<file path="config.mk">
export PLATFORM = sky130hd
export DESIGN_NAME = lcg_random_in_range
export DESIGN_NICKNAME = d
export VERILOG_FILES = /design/src/rtl/lrr_pkg.sv /design/src/rtl/lrr_lcg.sv /design/src/rtl/lrr_div.sv /design/src/rtl/lcg_random_in_range.sv
export SDC_FILE = /design/constraint.sdc
export NUM_CORES = 1
export LEC_CHECK = 0
export BUFFER_PORTS_ARGS = -buffer_cell sky130_fd_sc_hd__buf_2
export CAP_MARGIN = 15
export CORE_ASPECT_RATIO = 2
export CORE_UTILIZATION = 45
export DETAILED_ROUTE_END_ITERATION = 12
export GPL_ROUTABILITY_DRIVEN = 0
export PLACE_DENSITY = 0.69
export SYNTH_ARGS = -nofsm -noshare
export SYNTH_HDL_FRONTEND = slang
export SYNTH_SLANG_ARGS = --single-unit
</file>
<file path="constraint.sdc">
create_clock -name clk -period 5.8 [get_ports clk]
set_input_delay 0.58 -clock clk [delete_from_list [all_inputs] [get_ports clk]]
set_output_delay 0.58 -clock clk [all_outputs]
set_load 0.01 [all_outputs]
</file>
<file path="src/rtl/lrr_pkg.sv">
// Shared constants and types for the range-limited LCG random number block.
`default_nettype none
package lrr_pkg;

  localparam int unsigned STATE_W = 32;
  localparam int unsigned BOUND_W = 17;
  localparam int unsigned VAL_W   = 16;
  localparam int unsigned STEP_W  = 4;

  localparam logic [STATE_W-1:0] LCG_MULT   = 32'd1194211693;
  localparam logic [STATE_W-1:0] LCG_ADD    = 32'd12345;
  localparam logic [STATE_W-1:0] SEED_RESET = 32'd1;

  typedef struct packed {
    logic             start;
    logic [VAL_W-1:0] dividend;
    logic [VAL_W-1:0] divisor;
  } div_req_t;

  typedef struct packed {
    logic             busy;
    logic             done;
    logic [VAL_W-1:0] rem;
  } div_rsp_t;

endpackage
`default_nettype wire

</file>
<file path="src/rtl/lrr_lcg.sv">
// Generator state register with its multiply-add update and seed load.
`default_nettype none
module lrr_lcg (
  input  wire logic                        clk,
  input  wire logic                        rst_n,
  input  wire logic                        load,
  input  wire logic [lrr_pkg::STATE_W-1:0] seed,
  input  wire logic                        step,
  output logic      [lrr_pkg::STATE_W-1:0] state
);
  import lrr_pkg::*;

  logic [STATE_W-1:0] state_r;
  logic [STATE_W-1:0] state_nxt;
  logic [STATE_W-1:0] prod;

  assign prod = state_r * LCG_MULT;

  always_comb begin
    state_nxt = state_r;
    if (load) begin
      state_nxt = seed;
    end else if (step) begin
      state_nxt = prod + LCG_ADD;
    end
  end

  always_ff @(posedge clk) begin
    if (!rst_n) begin
      state_r <= SEED_RESET;
    end else begin
      state_r <= state_nxt;
    end
  end

  assign state = state_r;

endmodule
`default_nettype wire

</file>
<file path="src/rtl/lrr_div.sv">
// Restoring divider that produces one remainder bit per cycle.
`default_nettype none
module lrr_div (
  input  wire logic              clk,
  input  wire logic              rst_n,
  input  wire lrr_pkg::div_req_t req,
  output lrr_pkg::div_rsp_t      rsp
);
  import lrr_pkg::*;

  logic              busy_r;
  logic              done_r;
  logic [STEP_W-1:0] cnt_r;
  logic [VAL_W-1:0]  rem_r;
  logic [VAL_W-1:0]  dvd_r;
  logic [VAL_W-1:0]  dsr_r;
  logic [VAL_W:0]    shifted;
  logic [VAL_W+1:0]  diff;

  assign shifted = {rem_r, dvd_r[VAL_W-1]};
  assign diff    = {1'b0, shifted} - {2'b00, dsr_r};

  always_ff @(posedge clk) begin
    if (!rst_n) begin
      busy_r <= 1'b0;
      done_r <= 1'b0;
      cnt_r  <= '0;
    end else begin
      done_r <= 1'b0;
      if (req.start && !busy_r) begin
        busy_r <= 1'b1;
        cnt_r  <= '0;
      end else if (busy_r) begin
        cnt_r <= cnt_r + STEP_W'(1);
        if (cnt_r == {STEP_W{1'b1}}) begin
          busy_r <= 1'b0;
          done_r <= 1'b1;
        end
      end
    end
  end

  always_ff @(posedge clk) begin
    if (req.start && !busy_r) begin
      rem_r <= '0;
      dvd_r <= req.dividend;
      dsr_r <= req.divisor;
    end else if (busy_r) begin
      rem_r <= diff[VAL_W+1] ? shifted[VAL_W-1:0] : diff[VAL_W-1:0];
      dvd_r <= {dvd_r[VAL_W-2:0], 1'b0};
    end
  end

  assign rsp.busy = busy_r;
  assign rsp.done = done_r;
  assign rsp.rem  = rem_r;

endmodule
`default_nettype wire

</file>
<file path="src/rtl/lcg_random_in_range.sv">
// Top level of the range-limited LCG random number block.
// Each accepted beat advances a 32-bit generator (state = 1194211693 * state
// + 12345) and returns the upper 16 bits of the new state modulo the beat's
// upper bound. An accepted item goes through these steps in order: latch the
// bound, start the divider, sixteen divider steps, take the remainder and
// load the output register. A bound of 0 or of 65536 and above skips the
// divider and returns the upper 16 bits unchanged. The next beat is accepted
// from the cycle after the result is loaded, so no new item is taken while
// one is in flight, and a result still waiting on out_ready holds the
// following one back. Writing the seed register reloads the generator state
// at once; the state resets to 1.
`default_nettype none
module lcg_random_in_range (
  input  wire logic                        clk,
  input  wire logic                        rst_n,
  input  wire logic                        cfg_we,
  input  wire logic [lrr_pkg::STATE_W-1:0] cfg_wdata,
  input  wire logic                        in_valid,
  output logic                             in_ready,
  input  wire logic [lrr_pkg::BOUND_W-1:0] in_upper_bound,
  output logic                             out_valid,
  input  wire logic                        out_ready,
  output logic      [lrr_pkg::VAL_W-1:0]   out_value
);
  import lrr_pkg::*;

  typedef enum logic [1:0] {
    S_IDLE,
    S_START,
    S_WAIT,
    S_HOLD
  } st_t;

  st_t                st_r;
  logic [BOUND_W-1:0] bound_r;
  logic [VAL_W-1:0]   res_r;
  logic               out_valid_r;
  logic [VAL_W-1:0]   out_value_r;
  logic [STATE_W-1:0] lcg_state;
  logic [VAL_W-1:0]   upper;
  logic               bypass;
  logic               in_acc;
  div_req_t           div_req;
  div_rsp_t           div_rsp;

  assign in_ready = (st_r == S_IDLE);
  assign in_acc   = in_valid && in_ready;
  assign upper    = lcg_state[STATE_W-1:STATE_W-VAL_W];
  assign bypass   = bound_r[BOUND_W-1] || (bound_r[VAL_W-1:0] == '0);

  assign div_req.start    = (st_r == S_START) && !bypass;
  assign div_req.dividend = upper;
  assign div_req.divisor  = bound_r[VAL_W-1:0];

  lrr_lcg u_lcg (
    .clk   (clk),
    .rst_n (rst_n),
    .load  (cfg_we),
    .seed  (cfg_wdata),
    .step  (in_acc),
    .state (lcg_state)
  );

  lrr_div u_div (
    .clk   (clk),
    .rst_n (rst_n),
    .req   (div_req),
    .rsp   (div_rsp)
  );

  always_ff @(posedge clk) begin
    if (!rst_n) begin
      st_r        <= S_IDLE;
      out_valid_r <= 1'b0;
    end else begin
      if (out_valid_r && out_ready && (st_r != S_HOLD)) begin
        out_valid_r <= 1'b0;
      end
      case (st_r)
        S_IDLE: begin
          if (in_acc) begin
            bound_r <= in_upper_bound;
            st_r    <= S_START;
          end
        end
        S_START: begin
          if (bypass) begin
            res_r <= upper;
            st_r  <= S_HOLD;
          end else begin
            st_r <= S_WAIT;
          end
        end
        S_WAIT: begin
          if (div_rsp.done) begin
            res_r <= div_rsp.rem;
            st_r  <= S_HOLD;
          end
        end
        S_HOLD: begin
          if (!out_valid_r || out_ready) begin
            out_valid_r <= 1'b1;
            out_value_r <= res_r;
            st_r        <= S_IDLE;
          end
        end
        default: begin
          st_r <= S_IDLE;
        end
      endcase
    end
  end

  assign out_valid = out_valid_r;
  assign out_value = out_value_r;

  a_seed_load: assert property (@(posedge clk) disable iff (!rst_n)
    cfg_we |=> lcg_state == $past(cfg_wdata))
    else $error("generator state did not take the seed");

  a_done_in_wait: assert property (@(posedge clk) disable iff (!rst_n)
    div_rsp.done |-> st_r == S_WAIT)
    else $error("divider finished outside the wait state");

  a_rem_range: assert property (@(posedge clk) disable iff (!rst_n)
    div_rsp.done |-> div_rsp.rem < bound_r[VAL_W-1:0])
    else $error("remainder not below the bound");

  a_start_idle_div: assert property (@(posedge clk) disable iff (!rst_n)
    div_req.start |-> !div_rsp.busy)
    else $error("divider started while busy");

endmodule
`default_nettype wire

</file>
==> flow_summary_export.csv, run 1 <==
group,metric,value,unit
route,vias,12870,
floorplan,io_pins,72,
yosys,syn_area,15780,um^2
sta,fin_crit_sh,107.9,%
finish,n_antenna_cell,0,
floorplan,dieWidth,134.4,um
cts,cts_inserted_buffers,17,
route,drcViolationCount,0,
min_path,worstHoldPathType,"input pin to flip-flop",
yosys,synth_top_area_share,26.65,%
global_routing,grt_use_total,31.97,%
floorplan,die_h,266.8,um
yosys,synth_edf_count,81,
cts,insertion_delay,0.45,ns
cts,clockRootBuffer,"clkbuf_16",
setup_path,cp_top_family,"adder cells",
yosys,syn_area_per_cell,9.660,um^2
setup_path,arrival,6.63,ns
yosys,syn_inst,1633,
setup_path,critPathRequiredTime,6.18,ns
route,avgViaCountPerCell,5.441,
setup_path,slowest_delay,0.63,ns
setup_path,slowest_stage,"fa_2",
route,routedWlPerCell,23.32,um
sta,slew-limit-headroom,33.71,%
sta,max_freq,159.8,MHz
yosys,yosysWarnings,0,
floorplan,core_region_area,34350,um^2
setup_path,endpoint_kind,"flip-flop",
setup_path,r2r_slack,-0.46,ns
sta,rsz0062_at_grt,"yes",
sta,fin_crit,6.256,ns
global_routing,grt_max_degree,40,
yosys,synthesis.nets,2123,
cts,clk_pin_slew,0.06,ns
yosys,yosys.cell_count.top_type,"inv_1",
yosys,synth-seq-cells,138,
sta,worst_pin_slew,0.9933,ns
global_routing,antenna_found_initial,2,
placed_design,hpwl,43480,um
cts,cts_max_level,4,
finish,nets,2401,
finish,nFillCells,2893,
sta,finalWorstSetupSlack,-0.4562,ns
floorplan,rows,96,
setup_path,crit_buf_inv,8,
sta,fin_skew,0.01393,ns
finish,area_growth,27.53,%
global_routing,grt_pass1_vias,14170,
placed_design,numPortBuffers,71,
global_routing,grt_pass1_wl,80740,um
yosys,synth_common_cells,"inv_1 (470), ha_1 (226), fa_1 (210)",
yosys,async_reset_ff_share,0,%
job,drv_cap,0,
status,failed_checks,"setup timing",
route,drtPass1Iterations,6,
sta,finalMaxSlewViolations,0,
sta,hold_viol,0,
route,drt_iter0_markers,744,
yosys,synth_area_leader_cell,"fa_1",
yosys,synthFlopType,"edfxtp_1",
setup_path,path_max_fanout,4,
global_routing,overflow,0,
floorplan,dieArea,35850,um^2
cts,cts_tree,"done",
yosys,yosysSeqAreaShare,22.65,%
status,status,"finished, violations left",
cts,cts.sinks,138,
setup_path,cp-start-kind,"flip-flop",
placed_design,pre_cts_ws,-0.6640,ns
route,detail-route-antenna-nets,0,
finish,drive_gt1_share,29.00,%
setup_path,crit_type,"flip-flop to flip-flop",
yosys,synth_cell_types,62,
floorplan,initial_core_util,45.92,%
cts,cts.path.max_buffers,2,
sta,setup_viol,14,
yosys,ys_top_cells_by_area,"fa_1 (27%), ha_1 (18%), edfxtp_1 (15%), inv_1 (11%), dfxtp_1 (7.2%)",
route,postRouteWirelength,55160,um
[worst paths after layout]
| path | start | end | cells past startpoint |
|---|---|---|---|
| worst max-delay path | u_lcg.state[5] | u_lcg.state[29] | 25 |
| worst min-delay path | in_upper_bound[11] | bound_r[11] | 1 |
| worst max register to register | u_lcg.state[5] | u_lcg.state[29] | 25 |
| worst min register to register | res_r[7] | out_value[7] | 0 |
[cell usage in the layout (no fill, tap or decap), drive strengths merged, types with 3 or more instances in the layout]
cell type  netlist  final
or2              3      3
mux2i            6      6
a21boi           5      5
fa             210    210
mux2             4      4
clkbuf          31     18
xor2            14     14
a211oi          13     13
a22o             4      4
nand4            9      9
inv            470    471
xnor2           55     55
o21bai           5      5
dfxtp           57     57
and2             3      3
nor4             6      6
nor2b            7      7
bufinv           0      4
o21ai           71     71
a41oi            4      4
o21a             7      7
a21o            15     15
a21oi           73     73
nor2            57     57
a31oi            4      4
edfxtp          81     81
ha             226    226
clkinv           0      7
and3             6      6
nor3            12     12
o211ai          14     14
buf              3    293
nand3           19     19
nand2          115    115
[flip-flops by register name, summed over array words and instances, names as in the netlist]
signal        cells
bound_r          17
out_valid         1
out_value        16
res_r            16
st_r              2
u_div.busy_r      1
u_div.cnt_r       4
u_div.done_r      1
u_div.dsr_r      16
u_div.dvd_r      16
u_div.rem_r      16
u_lcg.state      32
[what timing repair did]
item | 4_1_cts | 5_1_grt
setup buffers | 15 | 17
gates resized for setup | 143 | 117
pin swaps | 88 | 113
cloned | 0 | 0
setup endpoints to repair | 19 | 22
hold buffers | 0 | 0
[metrics by stage]
| stage | TNS (ns) | instances | util, % | instance area (um^2) | hold WS [ns] |
|---|---|---|---|---|---|
| 6_report | -3.936 | 2365 | 58.56 | 20120 | 0.3114 |
| 5_1_grt | -6.983 | 2365 | 58.56 | 20120 | 0.3089 |
| 4_1_cts | -2.673 | 2346 | 56.68 | 19470 | 0.3065 |
| 3_5_place_dp | -8.261 | 2302 | 52.82 | 18140 | 0.4075 |
| 3_3_place_gp | -7.317 | 2302 | 52.82 | 18140 | 0.4023 |
| 2_1_floorplan | -0.02265 | 1633 | - | 15950 | 0.4003 |
[cell type report]
type | instances | area (um^2) | share of cell area [%]
Multi-Input combinational cell | 991 | 11380 | 56.58
Tap cell | 441 | 551.8 | 2.743
Inverter | 470 | 1777 | 8.831
Timing Repair Buffer | 293 | 2130 | 10.59
Clock inverter | 14 | 197.7 | 0.9827
Sequential cell | 138 | 3650 | 18.14
Clock buffer | 18 | 429.2 | 2.133
[logic make-up after synthesis]
logic type,after synthesis,synth area share [%]
buf+inv,504,12.05
fa+ha+maj,436,44.57
simple gates,240,6.583
compound gates,236,9.645
flops,138,22.65
xor+xnor,69,3.831
mux,10,0.6662
[layer usage]
layer / track usage (%) / up-vias / wire length, um
met5: 0 / - / 27
met4: 32.74 / 4 / 7078
met3: 5.679 / 345 / 2719
met2: 58.49 / 566 / 28800
met1: 28.14 / 6261 / 16540
li1: - / 5692 / -
Power of run 1 is left out: the tool's default activity adds up to more than one toggle a clock period on the data nets, which glitch-free logic cannot reach.
==> run 2: changes to the inputs <==
Settings changed: GPL_TIMING_DRIVEN set to 0, PLACE_DENSITY 0.69 to 0.66.
Clock period 5.8 ns to 7.7 ns, I/O delays scaled along.
==> run 2 against run 1 <==
Against the previous run: the run now ends clean; via count down 11%; die area unchanged; cell area down 14%; first-iteration DRC count down 19%; register-to-register slack better by 0.64 ns; worst setup slack better by 0.64 ns; non-clock buffer count down 189; sequential share of layout area up 2.6 points; count of clock-buffer cells in the layout down 1; critical path depth down 1; maximum frequency down 17%; critical path type unchanged; critical endpoint is now u_lcg.state[31]; largest cell class unchanged.
==> flow_summary_export.csv, run 2 (synthesis results as in run 1) <==
group,metric,value,unit
sta,fin_crit,7.512,ns
sta,rsz0062_at_grt,"no",
setup_path,cp_top_family,"adder cells",
finish,final_util,50.32,%
finish,drive_gt1_share,8.012,%
sta,finalMaxSlewViolations,0,
finish,nets,2212,
floorplan,dieWidth,134.4,um
setup_path,path_max_fanout,9,
min_path,worstHoldPathType,"flip-flop to flip-flop",
global_routing,grt_max_degree,19,
setup_path,path_cells,"ha_1, inv_1, fa_1, fa_1, fa_1, inv_1, fa_1, inv_1, fa_1, inv_1, fa_1, inv_1, fa_1, inv_1, ha_1, nand4_1, nor3_1, a32oi_1, nand4_1, nand2_1, o21ai_0, nor2_1, xnor2_1, o21ai_0",
route,vias,11480,
route,detail-route-antenna-nets,0,
setup_path,crit_buf_inv,6,
sta,fin_skew,0.01163,ns
finish,area_growth,9.589,%
global_routing,antenna_found_initial,1,
sta,max_freq,133.1,MHz
setup_path,arrival,7.83,ns
route,avgViaCountPerCell,5.276,
route,drt_iter0_markers,604,
setup_path,slowest_stage,"fa_1",
sta,timing.hold.ws,0.4168,ns
global_routing,overflow,0,
setup_path,startpoint,"u_lcg.state[4]",
cts,cts_inserted_buffers,17,
finish,largest_reg_flops,32,
route,drtPass1Iterations,5,
cts,cts_max_level,4,
cts,cts_tree,"done",
min_path,worstHoldStart,"res_r[6]",
cts,cts.sinks,138,
sta,fin_crit_sh,97.56,%
floorplan,dieArea,35850,um^2
setup_path,crit_type,"flip-flop to flip-flop",
job,drv_cap,0,
floorplan,rows,96,
cts,clockRootBuffer,"clkbuf_16",
global_routing,grt_pass1_wl,70730,um
global_routing,grt_use_total,27.59,%
floorplan,initial_core_util,45.92,%
placed_design,hpwl,40110,um
cts,cts.path.max_buffers,2,
floorplan,die_h,266.8,um
finish,layout_common_cells,"inv_1 (470), ha_1 (224), fa_1 (210)",
setup_path,r2r_start,"u_lcg.state[4]",
finish,layout_commonest_cell,"inv_1",
setup_path,endpoint_kind,"flip-flop",
route,drcViolationCount,0,
floorplan,io_pins,72,
finish,nFillCells,3225,
route,postRouteWirelength,46100,um
placed_design,numPortBuffers,69,
route,routedWlPerCell,21.18,um
cts,clk_pin_slew,0.07,ns
sta,slew-limit-headroom,47.26,%
setup_path,critPathRequiredTime,8.01,ns
finish,n_antenna_cell,0,
status,status,"finished clean",
setup_path,cp-start-kind,"flip-flop",
cts,insertion_delay,0.44,ns
setup_path,critPathMostFrequentCell,"fa_1",
global_routing,grt_pass1_vias,12710,
sta,hold_viol,0,
floorplan,core_region_area,34350,um^2
sta,worst_pin_slew,0.7902,ns
setup_path,slowest_delay,0.61,ns
sta,setup_viol,0,
==> run 2: changes by cell type in the layout (fill, tap and decap cells not counted), sizes merged <==
cell | previous run | this run
bufinv | 4 | 1
inv | 471 | 478
clkinv | 7 | 4
clkbuf | 18 | 47
buf | 293 | 74
==> run 2: final cells by class <==
| type | count | area, um^2 | share of cell area (%) |
|---|---|---|---|
| clock buffers | 17 | 425.4 | 2.461 |
| flip-flops and latches | 138 | 3582 | 20.72 |
| plain buffers | 33 | 132.6 | 0.7672 |
| multi-input cells | 991 | 10310 | 59.66 |
| repair buffers | 71 | 360.3 | 2.084 |
| well taps | 441 | 551.8 | 3.192 |
| inverters | 470 | 1764 | 10.20 |
| clock inverters | 15 | 157.7 | 0.9119 |
==> run 2: per-layer routing <==
metal	global-route usage [%]	vias up	part of all wire [%]
met5	0	-	0
met4	32.61	0	14
met3	3.989	214	3.4
met2	51.35	373	55
met1	22.34	5581	28
li1	-	5313	-
==> run 2: worst paths after layout <==
kind	end	slack [ns]	cells past startpoint
setup / recovery	u_lcg.state[31]	0.19	24
hold / removal	out_value[6]	0.42	0
setup reg to reg	u_lcg.state[31]	0.19	24
hold reg to reg	out_value[6]	0.42	0
==> run 2: metrics by stage <==
step           setup TNS (ns)  instance area (um^2)  std cells  setup WS (ns)
2_1_floorplan               0                 15780       1633          1.516
3_3_place_gp                0                 16670       2143        0.06172
4_1_cts                     0                 17280       2177       0.003555
3_5_place_dp         -0.03248                 16690       2145       -0.03248
6_report                    0                 17290       2176         0.1878
5_1_grt                     0                 17290       2176       0.007939
==> run 2: repair_timing <==
action | in CTS | in global routing
buffers inserted | 0 | 0
resized for setup | 2 | 7
endpoints found under the setup margin | 1 | 1
pin swaps | 0 | 0
hold endpoints to repair | 0 | 0
hold buffers | 0 | 0
Power of run 2 is left out for the same reason.
